$ cat config.mk
export PLATFORM = sky130hd
export DESIGN_NAME = bwb_cross
export DESIGN_NICKNAME = d
export VERILOG_FILES = /design/src/bwb_pkg.sv /design/src/bwb_cross.sv
export SDC_FILE = /design/constraint.sdc
export NUM_CORES = 2
export LEC_CHECK = 0
export ABC_CLOCK_PERIOD_IN_PS = 14800
export BUFFER_PORTS_ARGS = -buffer_cell sky130_fd_sc_hd__buf_4
export CELL_PAD_IN_SITES_DETAIL_PLACEMENT = 1
export CELL_PAD_IN_SITES_GLOBAL_PLACEMENT = 2
export CORE_ASPECT_RATIO = 0.6
export CORE_UTILIZATION = 46
export CTS_BUF_LIST = sky130_fd_sc_hd__clkbuf_8
export CTS_CLUSTER_DIAMETER = 30
export CTS_CLUSTER_SIZE = 14
export DETAILED_ROUTE_END_ITERATION = 8
export PLACE_DENSITY_LB_ADDON = 0.1
export SETUP_SLACK_MARGIN = 0.1
export SLEW_MARGIN = 5
export SYNTH_ARGS = -nofsm -noshare
export SYNTH_HDL_FRONTEND = slang
export SYNTH_SLANG_ARGS = --single-unit
$ cat constraint.sdc
create_clock -name clk -period 14.8 [get_ports clk]
set_input_delay 0 -clock clk [delete_from_list [all_inputs] [get_ports clk]]
set_output_delay 0 -clock clk [all_outputs]
set_load 0.01 [all_outputs]
$ cat src/bwb_pkg.sv
// ---------------------------------------------------------------------------
// bwb_pkg
// Shared types, constants and helpers of the rolling-ball tick engine.
// ---------------------------------------------------------------------------
package bwb_pkg;

    localparam int FRAC_SCALE = 16;
    localparam int FRAC_SHIFT = 4;
    localparam int FIELD_W    = 130;
    localparam int FIELD_H    = 138;
    localparam int BALL_R     = 3;
    localparam int POS_LO     = BALL_R * FRAC_SCALE;
    localparam int POS_HI_X   = (FIELD_W - BALL_R) * FRAC_SCALE;
    localparam int POS_HI_Y   = (FIELD_H - BALL_R) * FRAC_SCALE;
    localparam int POS_MAX_X  = FIELD_W * FRAC_SCALE;
    localparam int POS_MAX_Y  = FIELD_H * FRAC_SCALE;
    localparam int NUM_BORDERS = 4;

    localparam int DIV_W   = 32;
    localparam int DIVS_W  = 20;
    localparam int DIVC_W  = $clog2(DIV_W + 1);

    typedef enum logic [1:0] {
        REQ_WALL  = 2'd0,
        REQ_PLACE = 2'd1,
        REQ_TICK  = 2'd2,
        REQ_NONE  = 2'd3
    } req_t;

    typedef enum logic [1:0] {
        ST_IDLE = 2'd0,
        ST_ROLL = 2'd1,
        ST_CUP  = 2'd2,
        ST_STOP = 2'd3
    } status_t;

    typedef enum logic [2:0] {
        CFG_CUP_X     = 3'd0,
        CFG_CUP_Y     = 3'd1,
        CFG_CUP_R     = 3'd2,
        CFG_WALL_CNT  = 3'd3,
        CFG_STOP_THR  = 3'd4
    } cfg_idx_t;

    typedef enum logic [3:0] {
        S_IDLE, S_SEG_ISSUE, S_SEG_LOAD, S_X1, S_X2, S_X3,
        S_REF0, S_REF1, S_DIVX, S_REF2, S_DIVY, S_REF3,
        S_MOVE, S_CUP, S_FINISH
    } fsm_t;

    typedef struct packed {
        logic signed [8:0] x1;
        logic signed [8:0] y1;
        logic signed [8:0] x2;
        logic signed [8:0] y2;
    } seg_t;

    typedef struct packed {
        logic              start;
        logic [DIV_W-1:0]  dividend;
        logic [DIVS_W-1:0] divisor;
    } div_req_t;

    // The four field borders, walked clockwise from the top edge.
    function automatic seg_t border_seg(input logic [1:0] idx);
        seg_t s;
        case (idx)
            2'd0:    s = '{9'sd0, 9'sd0, 9'(FIELD_W), 9'sd0};
            2'd1:    s = '{9'(FIELD_W), 9'sd0, 9'(FIELD_W), 9'(FIELD_H)};
            2'd2:    s = '{9'(FIELD_W), 9'(FIELD_H), 9'sd0, 9'(FIELD_H)};
            default: s = '{9'sd0, 9'(FIELD_H), 9'sd0, 9'sd0};
        endcase
        return s;
    endfunction

    // Fixed point to pixels, truncating toward zero.
    function automatic logic signed [9:0] to_pix(input logic signed [13:0] v);
        logic signed [13:0] t;
        t = v[13] ? v + 14'(FRAC_SCALE - 1) : v;
        return t[13:FRAC_SHIFT];
    endfunction

endpackage

$ cat src/bwb_cross.sv
// ---------------------------------------------------------------------------
// bwb_cross
// Two-stage segment intersection test of the ball path against one segment.
// ---------------------------------------------------------------------------
module bwb_cross
    import bwb_pkg::*;
(
    input  logic              clk,
    input  logic signed [9:0] ax,
    input  logic signed [9:0] ay,
    input  logic signed [9:0] bx,
    input  logic signed [9:0] by,
    input  seg_t              seg,
    output logic              hit
);

    logic signed [10:0] px_reg, py_reg, qx_reg, qy_reg, ex_reg, ey_reg;
    logic signed [23:0] den_reg, t_reg, u_reg;

    always_ff @(posedge clk)
    begin
        px_reg  <= 11'(bx) - 11'(ax);
        py_reg  <= 11'(by) - 11'(ay);
        qx_reg  <= 11'(seg.x2) - 11'(seg.x1);
        qy_reg  <= 11'(seg.y2) - 11'(seg.y1);
        ex_reg  <= 11'(seg.x1) - 11'(ax);
        ey_reg  <= 11'(seg.y1) - 11'(ay);
        den_reg <= 24'(px_reg * qy_reg) - 24'(py_reg * qx_reg);
        t_reg   <= 24'(ex_reg * qy_reg) - 24'(ey_reg * qx_reg);
        u_reg   <= 24'(ex_reg * py_reg) - 24'(ey_reg * px_reg);
    end

    always_comb
    begin
        if (den_reg == '0)
        begin
            hit = 1'b0;
        end
        else if (den_reg > 0)
        begin
            hit = (t_reg >= 0) && (t_reg <= den_reg) && (u_reg >= 0) && (u_reg <= den_reg);
        end
        else
        begin
            hit = (t_reg <= 0) && (t_reg >= den_reg) && (u_reg <= 0) && (u_reg >= den_reg);
        end
    end

endmodule

==> metrics.txt <==
worst slew pin tran 1170 ps; drt via density 5.17; final WL 108000 um; outcome completed; commonest cells after routing, fill and taps aside 1022 x inv_1, 771 x fa_1, 401 x and2_1; Final setup viols 0; Placed Area 36300 um2; Layout fillers 8530; die area 76200 um2; Yosys reg bits 131; num rows 77; Syn Std Cell Area 34500 um2; HP Class in -> reg; Final Cell Area 38000 um2; CTS Buf Count 17; Reg clk slew, reported paths 130 ps; RSZ-0062 raised after global routing false; GRT Total Usage 0.302; Avg Cell Area, Syn 9.24 um2; Worst Setup End Kind flop; Tmin final 7190 ps; FMAX 0.139 GHz; routed length per instance 22.2 um; clock sink total 131; IO Count 78; Worst R2R Setup Slack 7610 ps; Starting Density 0.467; die height 214 um; Final Hold Viols 0; H-tree Lvls 4; max-cap violations 0; Slew HR 0.218; hpwl dp 87500 um; Post-synth EDFFs 0; Slew Viols, Final 0; FFs w/ async S/R, synth 0; CP Class reg -> reg; Worst Path Required 15290 ps; CP arrival 7680 ps; Worst-Skew Late Latency 580 ps; DRC 0; clock tree buffer depth 2; sequential area share after synthesis 0.0759; largest net degree at the start of global routing 25; Starting DRT DRC Count 1672; Root Driver clkbuf_8; commonest non-fill, non-tap cell in the layout inv_1; post-synthesis instance total 3737; synth unique cells 63; total core area 74000 um2; max reg flops 23; Final nets 5087; clock skew 39.9 ps; CTS tree built; first-pass GRT wire length 173000 um; Main synth FF type dfxtp_1; total gr overflow 0; post-route clock period utilization 0.486; gpl congestion 0.904; warnings from Yosys 0; Die Wd 356 um; IO Port Bufs 77; layout cells sized above 1 0.0464; crit-path max FO 22; Post-Syn Nets 4939; fin util 0.513; Critical R2R Capture t_reg[20]; setup TNS 0 ps; Critical Path Source Type flop; vias in the first global route 29500; end of the critical path t_reg[20]; Worst Setup SP qy_reg[7]; Critical R2R Launch qy_reg[7]; 1st-pass router iterations 7; worst-case reg-to-reg path depth 21; Routed Antenna Nets 0; via count 25300; final worst hold slack 24.8 ps; initial antenna violation count 9; P&R area growth vs syn 9.91%
routing by layer:
metal  part of all wire  track usage  vias up
met5                  0            0        -
met4              0.019       0.0631        0
met3              0.069       0.0504       96
met2               0.43        0.453      620
met1               0.48        0.458    13400
li1                   -            -    11200
what timing repair did:
action,CTS,global route
resized for setup,0,0
setup buffers,0,0
hold endpoints to repair,64,0
hold buffers,125,0
synthesized netlist by cell type (all sizes together), types with 7 or more instances:
master  number  area [um2]
nor2b       55         344
nand4       12        75.1
nand2b      30         188
ha         354        4430
and3        11        68.8
a211oi       7        62.6
nor3b        8        60.1
nand3       12        60.1
and2       401        2510
nand2      280        1050
xnor2       88         771
fa         771       15400
clkbuf     127         477
a21oi       47         239
inv       1023        3840
dfxtp      131        2620
o21a        12        90.1
o21ai       64         320
a21o        27         203
or3         12        80.1
nor4        14        87.6
xor2        21         184
a21boi      29         218
nor2       110         413
nor3        27         135
critical path, stage by stage (launching register included):
cell and delay (ps):
dfxtp_1 1050, and2_1 280, fa_1 440, inv_1 90, fa_1 410, fa_1 520, inv_1 50, fa_1 560
fa_1 440, fa_1 500, inv_1 50, fa_1 470, inv_1 50, ha_1 350, a211oi_2 120, a211oi_1 310
nand2_1 210, a2111oi_4 410, nor3_1 180, o31ai_2 300, a21oi_1 130, xnor2_1 130
final cells by class:
| type | count | area, um2 | area share |
|---|---|---|---|
| multi-input combinational | 2456 | 27600 | 0.727 |
| tap | 987 | 1230 | 0.0325 |
| timing repair buffer | 256 | 2230 | 0.0589 |
| sequential | 131 | 2620 | 0.0691 |
| antenna | 5 | 12.5 | 0.000330 |
| clock buffer | 17 | 234 | 0.00616 |
| clock inverter | 15 | 184 | 0.00485 |
| inverter | 1023 | 3840 | 0.101 |
stage by stage:
stage	instances	worst slack (ps)
5_1_grt	4886	7320
2_1_floorplan	3737	8410
3_5_place_dp	4728	7710
4_1_cts	4885	7690
3_3_place_gp	4728	7890
6_report	4890	7610
how the worst min path moves through the flow:
stage                           end  startpoint  cells past startpoint
after floorplan           qx_reg[0]     seg[27]                      2
after global placement    qx_reg[0]     seg[27]                      3
after detailed placement  qx_reg[0]     seg[27]                      3
after CTS                 px_reg[5]       ax[5]                      5
after global routing      px_reg[5]       ax[5]                      5
final                     ex_reg[3]       ax[3]                      5
cell families (layout without fill, tap and decap cells):
family,Yosys count,in the layout,synth area share
DFF,131,131,0.0759
and+or+nand+nor,984,984,0.149
buffers and inverters,1150,1311,0.125
AOI/OAI and AO/OA,238,238,0.0468
adders and majority gates,1125,1125,0.575
xor gates and xnor gates,109,109,0.0276
other,0,5,0
Power is left out: the tool's default activity adds up to more than one toggle a clock period on the data nets, which glitch-free logic cannot reach.
