==> config.mk <==
export PLATFORM = sky130hd
export DESIGN_NAME = bwb_div
export DESIGN_NICKNAME = d
export VERILOG_FILES = /design/src/bwb_pkg.sv /design/src/bwb_div.sv
export SDC_FILE = /design/constraint.sdc
export NUM_CORES = 1
export LEC_CHECK = 0
export BUFFER_PORTS_ARGS = -buffer_cell sky130_fd_sc_hd__buf_2
export CORE_MARGIN = 1
export CORE_UTILIZATION = 50
export DETAILED_ROUTE_END_ITERATION = 8
export GPL_ROUTABILITY_DRIVEN = 0
export PLACE_DENSITY_LB_ADDON = 0.08
export SLEW_MARGIN = 20
export SYNTH_ARGS = -nofsm -noshare
export SYNTH_HDL_FRONTEND = slang
export SYNTH_SLANG_ARGS = --single-unit
==> constraint.sdc <==
create_clock -name clk -period 2.55 [get_ports clk]
set_clock_uncertainty 0.15 [all_clocks]
set_input_delay 0.255 -clock clk [delete_from_list [all_inputs] [get_ports clk]]
set_output_delay 0.255 -clock clk [all_outputs]
set_load 0.02 [all_outputs]
==> src/bwb_pkg.sv <==
// ---------------------------------------------------------------------------
// bwb_pkg
// Shared types, constants and helpers of the rolling-ball tick engine.
// ---------------------------------------------------------------------------
package bwb_pkg;

    localparam int FRAC_SCALE = 16;
    localparam int FRAC_SHIFT = 4;
    localparam int FIELD_W    = 130;
    localparam int FIELD_H    = 138;
    localparam int BALL_R     = 3;
    localparam int POS_LO     = BALL_R * FRAC_SCALE;
    localparam int POS_HI_X   = (FIELD_W - BALL_R) * FRAC_SCALE;
    localparam int POS_HI_Y   = (FIELD_H - BALL_R) * FRAC_SCALE;
    localparam int POS_MAX_X  = FIELD_W * FRAC_SCALE;
    localparam int POS_MAX_Y  = FIELD_H * FRAC_SCALE;
    localparam int NUM_BORDERS = 4;

    localparam int DIV_W   = 32;
    localparam int DIVS_W  = 20;
    localparam int DIVC_W  = $clog2(DIV_W + 1);

    typedef enum logic [1:0] {
        REQ_WALL  = 2'd0,
        REQ_PLACE = 2'd1,
        REQ_TICK  = 2'd2,
        REQ_NONE  = 2'd3
    } req_t;

    typedef enum logic [1:0] {
        ST_IDLE = 2'd0,
        ST_ROLL = 2'd1,
        ST_CUP  = 2'd2,
        ST_STOP = 2'd3
    } status_t;

    typedef enum logic [2:0] {
        CFG_CUP_X     = 3'd0,
        CFG_CUP_Y     = 3'd1,
        CFG_CUP_R     = 3'd2,
        CFG_WALL_CNT  = 3'd3,
        CFG_STOP_THR  = 3'd4
    } cfg_idx_t;

    typedef enum logic [3:0] {
        S_IDLE, S_SEG_ISSUE, S_SEG_LOAD, S_X1, S_X2, S_X3,
        S_REF0, S_REF1, S_DIVX, S_REF2, S_DIVY, S_REF3,
        S_MOVE, S_CUP, S_FINISH
    } fsm_t;

    typedef struct packed {
        logic signed [8:0] x1;
        logic signed [8:0] y1;
        logic signed [8:0] x2;
        logic signed [8:0] y2;
    } seg_t;

    typedef struct packed {
        logic              start;
        logic [DIV_W-1:0]  dividend;
        logic [DIVS_W-1:0] divisor;
    } div_req_t;

    // The four field borders, walked clockwise from the top edge.
    function automatic seg_t border_seg(input logic [1:0] idx);
        seg_t s;
        case (idx)
            2'd0:    s = '{9'sd0, 9'sd0, 9'(FIELD_W), 9'sd0};
            2'd1:    s = '{9'(FIELD_W), 9'sd0, 9'(FIELD_W), 9'(FIELD_H)};
            2'd2:    s = '{9'(FIELD_W), 9'(FIELD_H), 9'sd0, 9'(FIELD_H)};
            default: s = '{9'sd0, 9'(FIELD_H), 9'sd0, 9'sd0};
        endcase
        return s;
    endfunction

    // Fixed point to pixels, truncating toward zero.
    function automatic logic signed [9:0] to_pix(input logic signed [13:0] v);
        logic signed [13:0] t;
        t = v[13] ? v + 14'(FRAC_SCALE - 1) : v;
        return t[13:FRAC_SHIFT];
    endfunction

endpackage

==> src/bwb_div.sv <==
// ---------------------------------------------------------------------------
// bwb_div
// Unsigned restoring divider, one quotient bit per cycle.
// ---------------------------------------------------------------------------
module bwb_div
    import bwb_pkg::*;
(
    input  logic             clk,
    input  logic             rst_n,
    input  div_req_t         req,
    output logic             busy,
    output logic [DIV_W-1:0] quotient
);

    logic              busy_reg, busy_next;
    logic [DIVC_W-1:0] cnt_reg, cnt_next;
    logic [DIVS_W-1:0] rem_reg, rem_next;
    logic [DIV_W-1:0]  quo_reg, quo_next;
    logic [DIVS_W-1:0] dvs_reg, dvs_next;
    logic [DIVS_W:0]   shifted;

    always_ff @(posedge clk or negedge rst_n)
    begin
        if (!rst_n)
        begin
            busy_reg <= 1'b0;
            cnt_reg  <= '0;
        end
        else
        begin
            busy_reg <= busy_next;
            cnt_reg  <= cnt_next;
        end
    end

    always_ff @(posedge clk)
    begin
        rem_reg <= rem_next;
        quo_reg <= quo_next;
        dvs_reg <= dvs_next;
    end

    always_comb
    begin
        busy_next = busy_reg;
        cnt_next  = cnt_reg;
        rem_next  = rem_reg;
        quo_next  = quo_reg;
        dvs_next  = dvs_reg;
        shifted   = {rem_reg, quo_reg[DIV_W-1]};
        if (req.start)
        begin
            busy_next = 1'b1;
            cnt_next  = DIVC_W'(DIV_W);
            rem_next  = '0;
            quo_next  = req.dividend;
            dvs_next  = req.divisor;
        end
        else if (busy_reg)
        begin
            // The partial remainder stays below the divisor, so it fits.
            if (shifted >= {1'b0, dvs_reg})
            begin
                rem_next = DIVS_W'(shifted - {1'b0, dvs_reg});
                quo_next = {quo_reg[DIV_W-2:0], 1'b1};
            end
            else
            begin
                rem_next = shifted[DIVS_W-1:0];
                quo_next = {quo_reg[DIV_W-2:0], 1'b0};
            end
            cnt_next = cnt_reg - 1'b1;
            if (cnt_reg == DIVC_W'(1))
            begin
                busy_next = 1'b0;
            end
        end
    end

    assign busy     = busy_reg;
    assign quotient = quo_reg;

endmodule

==> metrics.md <==
| Metric | Value |
|---|---|
| Main synth FF type | sky130_fd_sc_hd__edfxtp_1 |
| Crit Reg-Reg Startpoint | dvs_reg[1] |
| Critical path type | flip-flop to flip-flop |
| Port buffer count | 87 |
| Buffers & Inverters on Critical Path | 2 |
| Max reg flops | 32 |
| Required time of the critical path | between 2000 and 3000 ps |
| Total power | a little over 0.005 W |
| DIE AREA | 9060 µm² |
| DIE WIDTH | between 90 and 100 µm |
| Finish-stage setup viols | 0 |
| Later-pin clock latency in the skew report | 360 ps |
| Reg2Reg Capture Point | quotient[0] |
| Post-route worst setup slack | approximately 13 ps |
| DR pass1 iterations | 5 |
| Dominant cell by count in the synthesized netlist | sky130_fd_sc_hd__edfxtp_1 |
| Die height | between 90 and 100 µm |
| Number of core rows | 33 |
| Worst Path Max Fanout | 5 |
| Number of hold violations in the final report | 0 |
| Warnings from Yosys | 0 |
| Crit-path slowest cell | sky130_fd_sc_hd__edfxtp_1 |
| Worst setup slack for register-to-register paths | about 13 ps |
| Cell-by-cell listing of the critical path | inv_2 > ha_4 > nor2b_4 > o31a_1 > o21ai_2 > a211oi_4 > or2_4 > buf_6 > mux2_4 |
| Biggest cell delay along the critical path | 420 ps |
| Total Nets Final | about 610 |
| Share of final-layout standard cells stronger than drive strength 1 | a little over two fifths |
| Vias per inst | approximately 5.4 |
| Largest delay contributor family on the critical path | compound AO/OA/AOI/OAI gates |
| Gate Count Post-Synth | just under 400 |
| Worst setup path startpoint | dvs_reg[1] |
| Vias after detailed routing | ~3500 |
| WL final | between 10000 and 15000 µm |
| CTS Root Cell | sky130_fd_sc_hd__clkbuf_8 |
| Sinks on Clock Net | between 70 and 80 |
| Filler-free cell count of the finished design | roughly 640 |
| Static leakage | 2.49 nW |
| Clock tree buffer depth | 2 |
| Initial antenna violation count | 0 |
| Placeable core region | just over 8000 µm² |
| Pin count of the biggest net entering global routing | 50 |
| End point of the critical path | quotient[0] |
| Post-placement worst setup slack | -47.5 ps |
| Startpoint kind of the worst setup timing path | flip-flop |
| Period Utilization, post-route | roughly 99% |
| Placed instance count | 593 |
| Arrival time worst endpoint | ~2500 ps |
| Wire length of the first global-routing pass | approximately 16000 µm |
| Worst r2r path cells | 9 |
| HPWL after detailed placement | around 6900 µm |
| Max-cap violation count | 0 |
| Iteration-0 DRC Markers | 220 |
| Yosys top cell area share | between 30% and 40% |
| Cells on Worst Hold Path | 2 |
| Timing-limited maximum frequency | between 300 and 400 MHz |
| Syn-to-layout area delta | 33.8% |
| Synth top area cells | sky130_fd_sc_hd__edfxtp_1 (36%), sky130_fd_sc_hd__dfxtp_1 (9.2%), sky130_fd_sc_hd__mux2_2 (8.3%), sky130_fd_sc_hd__ha_1 (6.3%), sky130_fd_sc_hd__dfrtp_1 (4.0%) |
| Most numerous cell types in the synthesized netlist | sky130_fd_sc_hd__edfxtp_1 (52), sky130_fd_sc_hd__mux2_2 (32), sky130_fd_sc_hd__inv_1 (28) |
| RSZ-0062 raised after global routing | true |
| Util after Layout | 70.0% |
| Kind of path behind the tightest hold check | input port to flip-flop |
| Peak supply drop | roughly 0.53 mV |
| Total global routing track utilization | 23.4% |
| H-tree depth reported by CTS | 3 |
| Number of different library cells in the post-synthesis netlist | 62 |
| Post-route DRC violation count | 0 |
| Final design instance area without fill | between 5000 and 6000 µm² |
| Normalized max-slew margin | 66.6% |
| Mean routed wirelength per cell | 15.8 µm |
| Clk slew on worst S/H paths | ~90 ps |
| Average instance area after synthesis | 11.3 µm² |
| Count of pins over their slew limit | 0 |
| Slew @ Worst Pin | 494 ps |
| Cell type with the highest aggregate area in the netlist | sky130_fd_sc_hd__edfxtp_1 |
| Result of the run | completed |
| Post-Synthesis Net Count | 463 |
| Crit. path cell count | 9 |
| Grt ovf | 0 |
| Number of storage elements in the synthesis netlist | 79 |
| Area after DPL | around 5000 µm² |
| Effective utilization at floorplan | between 50 and 60% |
| Type of destination of the critical path | flip-flop |
| TritonCTS Buffers | 9 |
| Number of flops mapped to enable cells by yosys | 52 |
| Async SR Flop Fraction | 8.86% |
| Cell area after synthesis | 4340 µm² |
| Clock tree from TritonCTS | built |
| Pwr dens | between 800 and 900 nW/µm² |
| Total I/O pin count | ~90 |
| Min Clock Period, post-route | around 2500 ps |
| Number of global-route vias before repair | around 3400 |
| Fraction of the yosys area taken by sequential cells | 49.2% |
| Number of antenna-violating nets in the routed design | 0 |
| Diode insertion count for antenna repair | 0 |
routing by layer:
layer,up-vias,wire (µm),GRT usage [%]
li1,1715,-,-
met5,-,0,0
met2,92,5030,39.7
met3,13,508,5.90
met1,1673,4490,29.8
met4,0,120,5.43
logic make-up (layout without fill, tap and decap cells):
logic type,Yosys count,count (layout),synth area share (%)
AND/OR/NAND/NOR,89,89,10.5
XOR/XNOR,16,16,3.23
buffers and inverters,43,194,4.20
flip-flops,79,79,49.2
adder cells (fa/ha/maj),23,23,6.80
AO/OA/AOI/OAI,97,97,16.4
multiplexers,38,38,9.68
timing repair:
item / 4_1_cts / 5_1_grt
gates cloned: 0 / 1
endpoints found under the hold margin: 27 / 0
hold buffers: 21 / 0
setup endpoints to repair: 13 / 21
pin swaps: 2 / 22
resized for setup: 11 / 44
buffers inserted: 4 / 6
worst min path at each step:
| stage | from | to | slack, ps |
|---|---|---|---|
| after floorplan | rst_n | busy | -190 |
| after global placement | rst_n | cnt_reg[4] | -50 |
| after detailed placement | rst_n | cnt_reg[4] | -50 |
| after CTS | req[40] | quotient[20] | 30 |
| after global routing | req[46] | quotient[26] | 20 |
| final | req[27] | quotient[7] | 40 |
per-stage QoR:
step	TNS [ps]	hold slack (ps)
2_1_floorplan	-14.1	-191
3_5_place_dp	-188	-51.8
6_report	0	41.2
4_1_cts	0	25.8
3_3_place_gp	-6.30	-54.5
5_1_grt	-238	23.7
layout make-up:
cell class                 instances  area (µm²)
clock inverter                     6        68.8
multi-input combinational        263        2250
timing repair buffer             150         986
fill                             643        2490
clock buffer                      10         138
sequential                        79        2140
tap                              105         131
inverter                          28         105
worst register-to-register path: stages, from the launching register on:
cell	delay, ps
sky130_fd_sc_hd__edfxtp_1	420
sky130_fd_sc_hd__inv_2	90
sky130_fd_sc_hd__ha_4	200
sky130_fd_sc_hd__nor2b_4	130
sky130_fd_sc_hd__o31a_1	320
sky130_fd_sc_hd__o21ai_2	220
sky130_fd_sc_hd__a211oi_4	90
sky130_fd_sc_hd__or2_4	250
sky130_fd_sc_hd__buf_6	140
sky130_fd_sc_hd__mux2_4	270
cell usage in the layout (no fill, tap or decap), drive strengths merged, types with 4 or more instances in the layout:
cell / synthesis / routed
ha: 22 / 22
o21ai: 25 / 25
mux2: 32 / 32
a311oi: 5 / 5
a211oi: 5 / 5
xor2: 8 / 8
nand2: 28 / 28
dfrtp: 7 / 7
nand2b: 4 / 4
xnor2: 8 / 8
clkbuf: 9 / 10
a21o: 7 / 7
clkinv: 0 / 4
nor2: 25 / 25
o21a: 8 / 8
buf: 6 / 129
dfxtp: 20 / 20
dlygate4sd3: 0 / 21
edfxtp: 52 / 52
nor3: 5 / 5
inv: 28 / 29
a21oi: 17 / 17
a32oi: 4 / 4
mux2i: 6 / 6
nand3: 5 / 5
power by group:
part / switching [W] / internal (W)
combinational: 0.00115 / 0.00113
clock: 0.000486 / 0.000484
sequential: 0.000189 / 0.00163
Note: power is estimated with default switching activity, not from simulation.
