File: src/bwb_ram.sv
// ---------------------------------------------------------------------------
// bwb_ram
// Generic single-write, single-read RAM with a registered read port.
// ---------------------------------------------------------------------------
module bwb_ram #(
    parameter int WIDTH = 36,
    parameter int DEPTH = 12,
    parameter int AW    = (DEPTH > 1) ? $clog2(DEPTH) : 1
) (
    input  logic             clk,
    input  logic             we,
    input  logic [AW-1:0]    waddr,
    input  logic [WIDTH-1:0] wdata,
    input  logic [AW-1:0]    raddr,
    output logic [WIDTH-1:0] rdata
);

    logic [WIDTH-1:0] mem [DEPTH];

    always_ff @(posedge clk)
    begin
        if (we)
        begin
            mem[waddr] <= wdata;
        end
        rdata <= mem[raddr];
    end

endmodule

File: config.mk
export PLATFORM = sky130hd
export DESIGN_NAME = bwb_ram
export DESIGN_NICKNAME = d
export VERILOG_FILES = /design/src/bwb_ram.sv
export SDC_FILE = /design/constraint.sdc
export NUM_CORES = 1
export LEC_CHECK = 0
export BUFFER_PORTS_ARGS = -buffer_cell sky130_fd_sc_hd__buf_2
export CORE_ASPECT_RATIO = 1.25
export CORE_MARGIN = 2
export CORE_UTILIZATION = 45
export DETAILED_ROUTE_END_ITERATION = 12
export PLACE_DENSITY_LB_ADDON = 0.1
export RECOVER_POWER = 100
export SETUP_SLACK_MARGIN = 0.02
export SYNTH_ARGS = -nofsm -noshare
export SYNTH_HDL_FRONTEND = slang
export SYNTH_SLANG_ARGS = --single-unit
File: constraint.sdc
create_clock -name clk -period 4.85 [get_ports clk]
set_input_delay 0.485 -clock clk [delete_from_list [all_inputs] [get_ports clk]]
set_output_delay 0.485 -clock clk [all_outputs]
set_load 0.03 [all_outputs]
==> flow_metrics.tcl, run 1 <==
set metrics [dict create \
    hold_viol 0 \
    core_sq_um 38040 \
    chipHeight_microns 223.0 \
    critPathMaxFanout 36 \
    layout_common_cells "edfxtp_1 (432), clkbuf_1 (93), mux2i_1 (72), mux4_2 (72), clkbuf_16 (47)" \
    cp-start-kind "primary input" \
    grt_pass1_wl_microns 54090 \
    yosys_warnings 0 \
    min_path_type "primary input to flop" \
    worstPathRequired_ns 4.94 \
    placementRows 80 \
    dp_slack_ns 2.115 \
    hold_buffers 0 \
    pwr-share-clk_pct 41.5 \
    leakage_nw 6.232 \
    dp_hpwl_microns 19170 \
    totalWireLength_microns 36000 \
    setup_tns_ns 0 \
    clock_path_buffers 3 \
    max_slew.worst_pin.slew_ns 3.074 \
    grt-ovfl-total 0 \
    finalCriticalPeriod_ns 3.382 \
    p_per_area_nw_per_um2 437.0 \
    pin_count 82 \
    fillers 2998 \
    end_kind "flop" \
    period_share_pct 69.74 \
    max_stage_delay_ns 2.19 \
    ir_worst_vdd_mv 0.3318 \
    gp_congestion 0.6875 \
    power_switching_mw 1.778 \
    drc 0 \
    rsz0062_at_grt "false" \
    fin_ws_ns 1.468 \
    drive_above_1_share_pct 22.50 \
    internal-power_mw 6.777 \
    die_w_microns 179.2 \
    crit_family "buffers and inverters" \
    nets 898 \
    clkSinkCount 468 \
    clk_latency_ns 0.55 \
    routed_via_density 5.690 \
    htreeDepth 2 \
    violations "max-capacitance violations, max-slew violations" \
    grt_pass1_vias 8391 \
    swShare_pct 20.79 \
    worstPathArrival_ns 3.47 \
    clk_pin_slew_worst_paths_ns 0.06 \
    antenna_left 0 \
    pwr-share-seq_pct 53.1 \
    max_freq_mhz 295.7 \
    synth_cell_types 20 \
    slew_viol_final 223 \
    clock_skew_ns 0.01094 \
    place.port_buffers 81 \
    slew-limit-headroom_pct -105.0 \
    critical_path_buf_inv_count 2 \
    final_common_cell "edfxtp_1" \
    dieArea_sq_um 39950 \
    grt_max_degree 56 \
    cap_violations 10 \
    grt_use_total_pct 18.68 \
    synth_area_per_cell_sq_um 23.20 \
    setup_violations 0 \
    cts_root_buffer "clkbuf_16" \
    post-cts-setup-buffer-count 0 \
    cts_tree "built" \
    dr.pass1.iters 4 \
    syn_nets 790 \
    first_iter_violations 781 \
    start_util_pct 45.38 \
    crit_path_cell_trace "clkbuf_1 -> or3b_2 -> nor3_1 -> clkbuf_1" \
    p_comb_share_pct 5.4 \
    synth_area_sq_um 17260 \
    wire_per_inst_microns 26.05 \
    ys_ff_latch 468 \
    synth_cells 744 \
    syn_to_final_growth_pct 13.42 \
    synth_seq_area_share_pct 79.33 \
    outcome "finished, violations left" \
    numCtsBuffers 45 \
    antenna_found_initial 2 \
    crit_top_cell "clkbuf_1" \
    vias 7863 \
    crit_type "primary input to flop" \
    cts_resized 0 \
    crit_slowest_cell "clkbuf_1" \
]
synth_stat cells (all sizes together):
library cell  instances  area share (%)
a22oi                36             2.4
buf                  23            0.86
clkbuf               15            0.33
dfxtp                36             4.2
edfxtp              432              75
mux2i                72             4.2
mux4                 72             9.4
nand2                 2           0.044
nand2b                3            0.11
nand3b                2           0.087
nor2                 10            0.22
nor2b                 1           0.036
nor3                  3           0.087
o221ai               36             2.9
or3b                  1           0.051
power groups by stage:
stage          clock (mW)  combinational, mW  sequential, mW
2_1_floorplan           0              0.247            4.69
3_3_place_gp            0              0.490            4.62
3_5_place_dp            0              0.499            4.63
4_1_cts              3.63              0.501            4.54
5_1_grt              3.78              0.495            4.55
6_report             3.55              0.459            4.54
flip-flops by register name, summed over array words and instances, names as in the netlist:
signal and count:
mem 432, rdata 36
worst paths after layout:
check,endpoint,cells past startpoint,from,slack (ns)
max,mem[0][5]$_DFFE_PP_,4,waddr[3],1.47
min,mem[2][20]$_DFFE_PP_,1,wdata[20],0.36
max reg2reg,rdata[18]$_DFF_P_,3,mem[6][18]$_DFFE_PP_,3.34
min reg2reg,rdata[30]$_DFF_P_,2,mem[8][30]$_DFFE_PP_,0.56
routing by layer:
| layer | vias to the layer above | track usage [%] | part of all wire [%] | wire length [microns] |
|---|---|---|---|---|
| met3 | 53 | 3.647 | 5.4 | 1934 |
| met5 | - | 0 | 0.044 | 16 |
| li1 | 3388 | - | - | - |
| met2 | 205 | 30.04 | 49 | 17570 |
| met1 | 4215 | 26.33 | 44 | 15800 |
| met4 | 2 | 4.917 | 1.9 | 684 |
area by class of cell:
| cell class | count | area, sq um | area share (%) |
|---|---|---|---|
| well taps | 492 | 615.6 | 3.144 |
| diodes | 1 | 2.502 | 0.01278 |
| multi-input cells | 238 | 3284 | 16.78 |
| clock buffers | 64 | 1280 | 6.538 |
| clock inverters | 20 | 227.7 | 1.163 |
| repair buffers | 99 | 474.2 | 2.422 |
| flip-flops and latches | 468 | 13690 | 69.94 |
metrics by stage:
step	util [%]	std cells	total power, mW	instance area [sq um]	hold slack [ns]
floorplan	-	744	4.936	17260	0.5265
global placement	48.30	1297	5.114	18370	0.5388
detailed placement	48.30	1297	5.127	18370	0.5491
CTS	52.26	1381	8.676	19880	0.2340
global route	51.46	1381	8.828	19580	0.3648
finish	51.47	1382	8.555	19580	0.3580
cells by family after synthesis:
family	count (synthesis)	synth area share (%)
buf+inv	38	1.189
flops	468	79.33
simple gates	22	0.6307
compound gates	72	5.284
mux	144	13.57
No activity file was read; power rests on OpenSTA's default activity.
==> run 2: changes to the inputs <==
clock period = 3.4 ns   (was 4.85 ns; I/O delays follow)
==> run 2 against run 1 <==
The run still ends with max-capacitance violations, max-slew violations left. Sequential share of layout area fell by 0.35 points. Clock-buffer cell count rose by 3. Non-clock buffer count rose by 7. Total power rose by 40%. Utilization rose by 0.26 points. First-iteration DRC count fell by 25%. Via count fell by 1.3%. Highest routed layer unchanged. Critical path type unchanged.
==> flow_metrics.tcl, run 2 (same netlist as run 1, synthesis figures left out) <==
set metrics [dict create \
    dp_cells 1304 \
    p_comb_share_pct 5.4 \
    min_path_type "primary input to flop" \
    critPathMaxFanout 24 \
    pwr-share-seq_pct 54.0 \
    cts_root_buffer "clkbuf_16" \
    wire_per_inst_microns 25.36 \
    die_w_microns 179.2 \
    first_iter_violations 582 \
    clock_skew_ns 0.006748 \
    max_slew.worst_pin.slew_ns 2.053 \
    dr.pass1.iters 5 \
    pwr-share-clk_pct 40.6 \
    antenna_left 0 \
    place.port_buffers 81 \
    nets 905 \
    pin_count 82 \
    totalPowerFinal_mw 12.01 \
    worstPathRequired_ns 3.63 \
    largest_reg_flops 432 \
    power_switching_mw 2.480 \
    cp-start-kind "primary input" \
    cts_tree "built" \
    antenna_found_initial 1 \
    start_util_pct 45.38 \
    grt_max_degree 42 \
    hold_buffers 0 \
    final_common_cell "edfxtp_1" \
    crit_family "simple AND/OR/NAND/NOR gates" \
    core_sq_um 38040 \
    grt_pass1_wl_microns 52860 \
    setup_tns_ns 0 \
    htreeDepth 2 \
    diodes 0 \
    totalWireLength_microns 35200 \
    internal-power_mw 9.528 \
    post-cts-setup-buffer-count 0 \
    routed_via_density 5.589 \
    setup_violations 0 \
    drc 0 \
    rsz0062_at_grt "false" \
    clock_path_buffers 3 \
    clkSinkCount 468 \
    finalCriticalPeriod_ns 2.527 \
    dp_hpwl_microns 17860 \
    chipHeight_microns 223.0 \
    p_per_area_nw_per_um2 610.3 \
    drive_above_1_share_pct 23.66 \
    clk_pin_slew_worst_paths_ns 0.06 \
    crit_slowest_cell "nor2_1" \
    slew-limit-headroom_pct -37.35 \
    cap_violations 7 \
    syn_to_final_growth_pct 13.99 \
    hold_viol 0 \
    period_share_pct 74.31 \
    critical_path_buf_inv_count 2 \
    violations "max-capacitance violations, max-slew violations" \
    reg_top3 "mem: 432 flops, rdata: 36 flops" \
    worstPathArrival_ns 2.76 \
    gp_congestion 0.7041 \
    numCtsBuffers 45 \
    clk_latency_ns 0.55 \
    top_register "mem" \
    outcome "finished, violations left" \
    grt_pass1_vias 8340 \
    max_freq_mhz 395.8 \
    slew_viol_final 108 \
    crit_type "primary input to flop" \
    leakage_nw 6.283 \
    max_stage_delay_ns 1.56 \
    vias 7757 \
    finalInstanceArea_sq_um 19680 \
    ir_worst_vdd_mv 0.2972 \
    cts_resized 0 \
    dieArea_sq_um 39950 \
    grt_use_total_pct 18.43 \
    placementRows 80 \
    crit_path_cell_trace "clkbuf_1 -> nand2b_1 -> nor2_1 -> buf_12" \
    swShare_pct 20.65 \
    end_kind "flop" \
    finalNonFillerCells 1388 \
    grt-ovfl-total 0 \
    layout_common_cells "edfxtp_1 (432), clkbuf_1 (90), mux2i_1 (72), mux4_2 (72), clkbuf_16 (47)" \
    dpl_cell_area_sq_um 18500 \
]
[run 2: changes by cell type in the layout (fill, tap and decap cells not counted), sizes merged]
cell and delta:
bufinv -3, clkinvlp -1, buf +3, diode -1, clkinv +1, clkbuf +7
[run 2: cell type report]
cell class	count	area, sq um
flip-flops and latches	468	13690
repair buffers	106	584.3
clock inverters	17	133.9
multi-input cells	238	3318
clock buffers	67	1331
fillers	3024	18360
well taps	492	615.6
[run 2: stage by stage]
step | worst slack, ns | hold slack, ns | util (%)
3_5_place_dp | 1.062 | 0.5556 | 48.64
5_1_grt | 0.7950 | 0.2060 | 51.73
4_1_cts | 1.640 | 0.07634 | 52.49
2_1_floorplan | 0.5787 | 0.4389 | -
6_report | 0.8734 | 0.2040 | 51.73
3_3_place_gp | 1.095 | 0.5444 | 48.64
[run 2: power by group through the flow]
stage | Sequential (mW) | Combinational [mW] | Clock [mW]
floorplan | 6.69 | 0.353 | 0
global placement | 6.60 | 0.694 | 0
detailed placement | 6.60 | 0.711 | 0
CTS | 6.48 | 0.712 | 4.99
global route | 6.49 | 0.706 | 5.24
finish | 6.49 | 0.650 | 4.87
[run 2: worst paths after layout]
path	cells after the start	slack [ns]	endpoint	from
setup / recovery	4	0.87	mem[9][17]$_DFFE_PP_	waddr[1]
hold / removal	1	0.20	mem[5][7]$_DFFE_PP_	wdata[7]
setup reg to reg	3	2.03	rdata[31]$_DFF_P_	mem[7][31]$_DFFE_PP_
hold reg to reg	2	0.56	rdata[20]$_DFF_P_	mem[10][20]$_DFFE_PP_
[run 2: metal layers]
| layer | wire [microns] | GRT usage [%] | share of wire [%] |
|---|---|---|---|
| met3 | 1662 | 3.085 | 4.7 |
| met2 | 17110 | 29.29 | 49 |
| met4 | 702 | 4.735 | 2.0 |
| met5 | 11 | 0 | 0.031 |
| met1 | 15710 | 26.74 | 45 |
==> run 3: changes to the inputs <==
ABC_AREA = 1   (was not set)
clock period = 2.1 ns   (was 3.4 ns; I/O delays follow)
==> run 3 against run 2 <==
The run now ends clean. Global-route usage rose by 1.4 points. Total power rose by 66%. Final cell count up 70%. Die area increased by 8.4%. Flip-flop and latch count is the same. Utilization increased by 0.51 points. Worst hold slack worse by 0.064 ns. Largest cell class unchanged.
==> flow_metrics.tcl, run 3 <==
set metrics [dict create \
    outcome "completed" \
    synth_cell_types 16 \
    dieArea_sq_um 43320 \
    die_w_microns 186.6 \
    crit_slowest_cell "clkbuf_2" \
    slew_viol_final 0 \
    leakage_nw 8.483 \
    rsz0062_at_grt "false" \
    setup_violations 0 \
    placementRows 83 \
    worstPathArrival_ns 1.81 \
    slew-limit-headroom_pct 5.805 \
    rr_endpoint "rdata[2]$_DFF_P_" \
    drive_above_1_share_pct 6.094 \
    diodes 0 \
    syn_to_final_growth_pct 14.59 \
    critPathMaxFanout 36 \
    clock_path_buffers 3 \
    period_share_pct 79.08 \
    synth_cells 1662 \
    crit_type "primary input to flop" \
    layout_common_cells "nand2_1 (437), edfxtp_1 (432), inv_1 (235)" \
    cap_violations 0 \
    worstPathRequired_ns 2.25 \
    ir_worst_vdd_mv 0.7028 \
    start_util_pct 45.59 \
    hold_viol 0 \
    synth_common_cells "nand2_1 (437), edfxtp_1 (432), inv_1 (235), nand3_1 (218), nor2_1 (90)" \
    antenna_left 0 \
    p_per_area_nw_per_um2 928.2 \
    cp-start-kind "primary input" \
    max_freq_mhz 602.1 \
    synth_top_area_cell "edfxtp_1" \
    clk_latency_ns 0.56 \
    syn_nets 1708 \
    grt_pass1_vias 11240 \
    crit_path_cell_trace "clkbuf_1 -> inv_1 -> nor2_1 -> nand2_1 -> nor2_4 -> clkbuf_2" \
    first_iter_violations 840 \
    worstHoldEndpoint "mem[9][8]$_DFFE_PP_" \
    fillers 3657 \
    worstRegToRegCells 6 \
    synth_area_per_cell_sq_um 11.28 \
    totalWireLength_microns 42720 \
    synthArstFlopShare_pct 0 \
    finalInstanceArea_sq_um 21480 \
    clock_skew_ns 0.01976 \
    hp-start "wdata[8]" \
    ys_top_cells_by_area "edfxtp_1 (69%), nand2_1 (8.7%), nand3_1 (5.8%)" \
    grt_pass1_wl_microns 65620 \
    max_slew.worst_pin.slew_ns 1.413 \
    grt-ovfl-total 0 \
    synth_area_sq_um 18750 \
    top_register "mem" \
    regToRegSetupSlack_ns 1.05 \
    synth_seq_area_share_pct 73.03 \
    largest_reg_flops 432 \
    cts_resized 0 \
    grt_use_total_pct 19.84 \
    multi_input_area_sq_um 3757 \
    finalCriticalPeriod_ns 1.661 \
    max_stage_delay_ns 1.04 \
    reg_top3 "mem: 432 flops, rdata: 36 flops" \
    nets 1814 \
    hold_path_depth 1 \
    critical_path_buf_inv_count 3 \
    reg2reg_from "mem[10][2]$_DFFE_PP_" \
    place.port_buffers 81 \
    dp_hpwl_microns 21650 \
    synth_edf_count 432 \
    dr.pass1.iters 8 \
    numCtsBuffers 46 \
    wire_per_inst_microns 18.12 \
    cts_root_buffer "clkbuf_16" \
    grt_max_degree 105 \
    totalPowerFinal_mw 19.94 \
    cts_tree "built" \
    antenna_found_initial 0 \
    pin_count 82 \
    ys.flop_type "edfxtp_1" \
    synth_most_common_cell "nand2_1" \
    ys_ff_latch 468 \
    setup_tns_ns 0 \
    dpl_cell_area_sq_um 20030 \
    final_common_cell "nand2_1" \
    yosys_warnings 0 \
    area.sequential_sq_um 13690 \
    gp_congestion 0.7101 \
    crit_family "buffers and inverters" \
    clk_pin_slew_worst_paths_ns 0.07 \
    min_path_type "primary input to flop" \
    core_sq_um 41120 \
    end_kind "flop" \
    clkSinkCount 468 \
    routed_via_density 4.936 \
    drc 0 \
    vias 11630 \
    chipHeight_microns 232.2 \
    synthDominantCellAreaShare_pct 69.19 \
    htreeDepth 2 \
]
==> run 3: how the worst max path moves through the flow <==
stage | to | depth (start not counted) | from
global placement | mem[7][3]$_DFFE_PP_ | 5 | waddr[3]
CTS | rdata[13] | 1 | rdata[13]$_DFF_P_
global route | rdata[7]$_DFF_P_ | 8 | raddr[0]
detailed placement | mem[7][3]$_DFFE_PP_ | 5 | waddr[3]
floorplan | mem[1][0]$_DFFE_PP_ | 4 | waddr[0]
finish | mem[1][32]$_DFFE_PP_ | 6 | waddr[0]
==> run 3: per-layer routing <==
layer	global-route usage [%]	vias up	wire, microns
met1	26.49	5628	19370
met2	34.25	232	20830
met4	5.233	0	811
met3	2.781	65	1703
met5	0	-	0
li1	-	5709	-
==> run 3: worst reg2reg max path: stages (launching register included) <==
cell	delay, ns
edfxtp_1	0.35
nor2_1	0.09
nor2_1	0.04
o21ai_1	0.08
o21ai_0	0.20
nand2_1	0.12
nand2_1	0.06
==> run 3: layout make-up <==
cell class                 instances  share of cell area [%]
multi-input combinational        869                   17.49
tap                              552                   3.215
inverter                         239                   4.205
clock buffer                      73                   6.313
timing repair buffer             144                   4.420
clock inverter                    12                  0.6231
sequential                       468                   63.74
==> run 3: kinds of logic (layout without fill, tap and decap cells) <==
family	after synthesis	after routing	share of synthesized area (%)
flops	468	468	73.03
simple gates	745	745	16.37
buf+inv	325	468	7.287
compound gates	124	124	3.310
==> run 3: what timing repair did <==
action / CTS / global route
buffers inserted: 0 / 0
endpoints found under the hold margin: 297 / 0
hold buffers: 27 / 0
==> run 3: through the flow <==
| stage | setup WS (ns) | hold WS [ns] | std cells | util, % |
|---|---|---|---|---|
| after floorplan | -0.2484 | 0.3089 | 1662 | - |
| after global placement | 0.5981 | 0.5372 | 2245 | 48.70 |
| after detailed placement | 0.5898 | 0.5427 | 2245 | 48.70 |
| after CTS | 0.6563 | 0.00007722 | 2357 | 52.98 |
| after global routing | 0.3430 | 0.1518 | 2357 | 52.24 |
| final | 0.4393 | 0.1403 | 2357 | 52.24 |
==> run 3: power by group <==
group	internal [mW]	switching (mW)
combinational	0.350	0.942
clock	4.79	3.36
sequential	10.4	0.0638
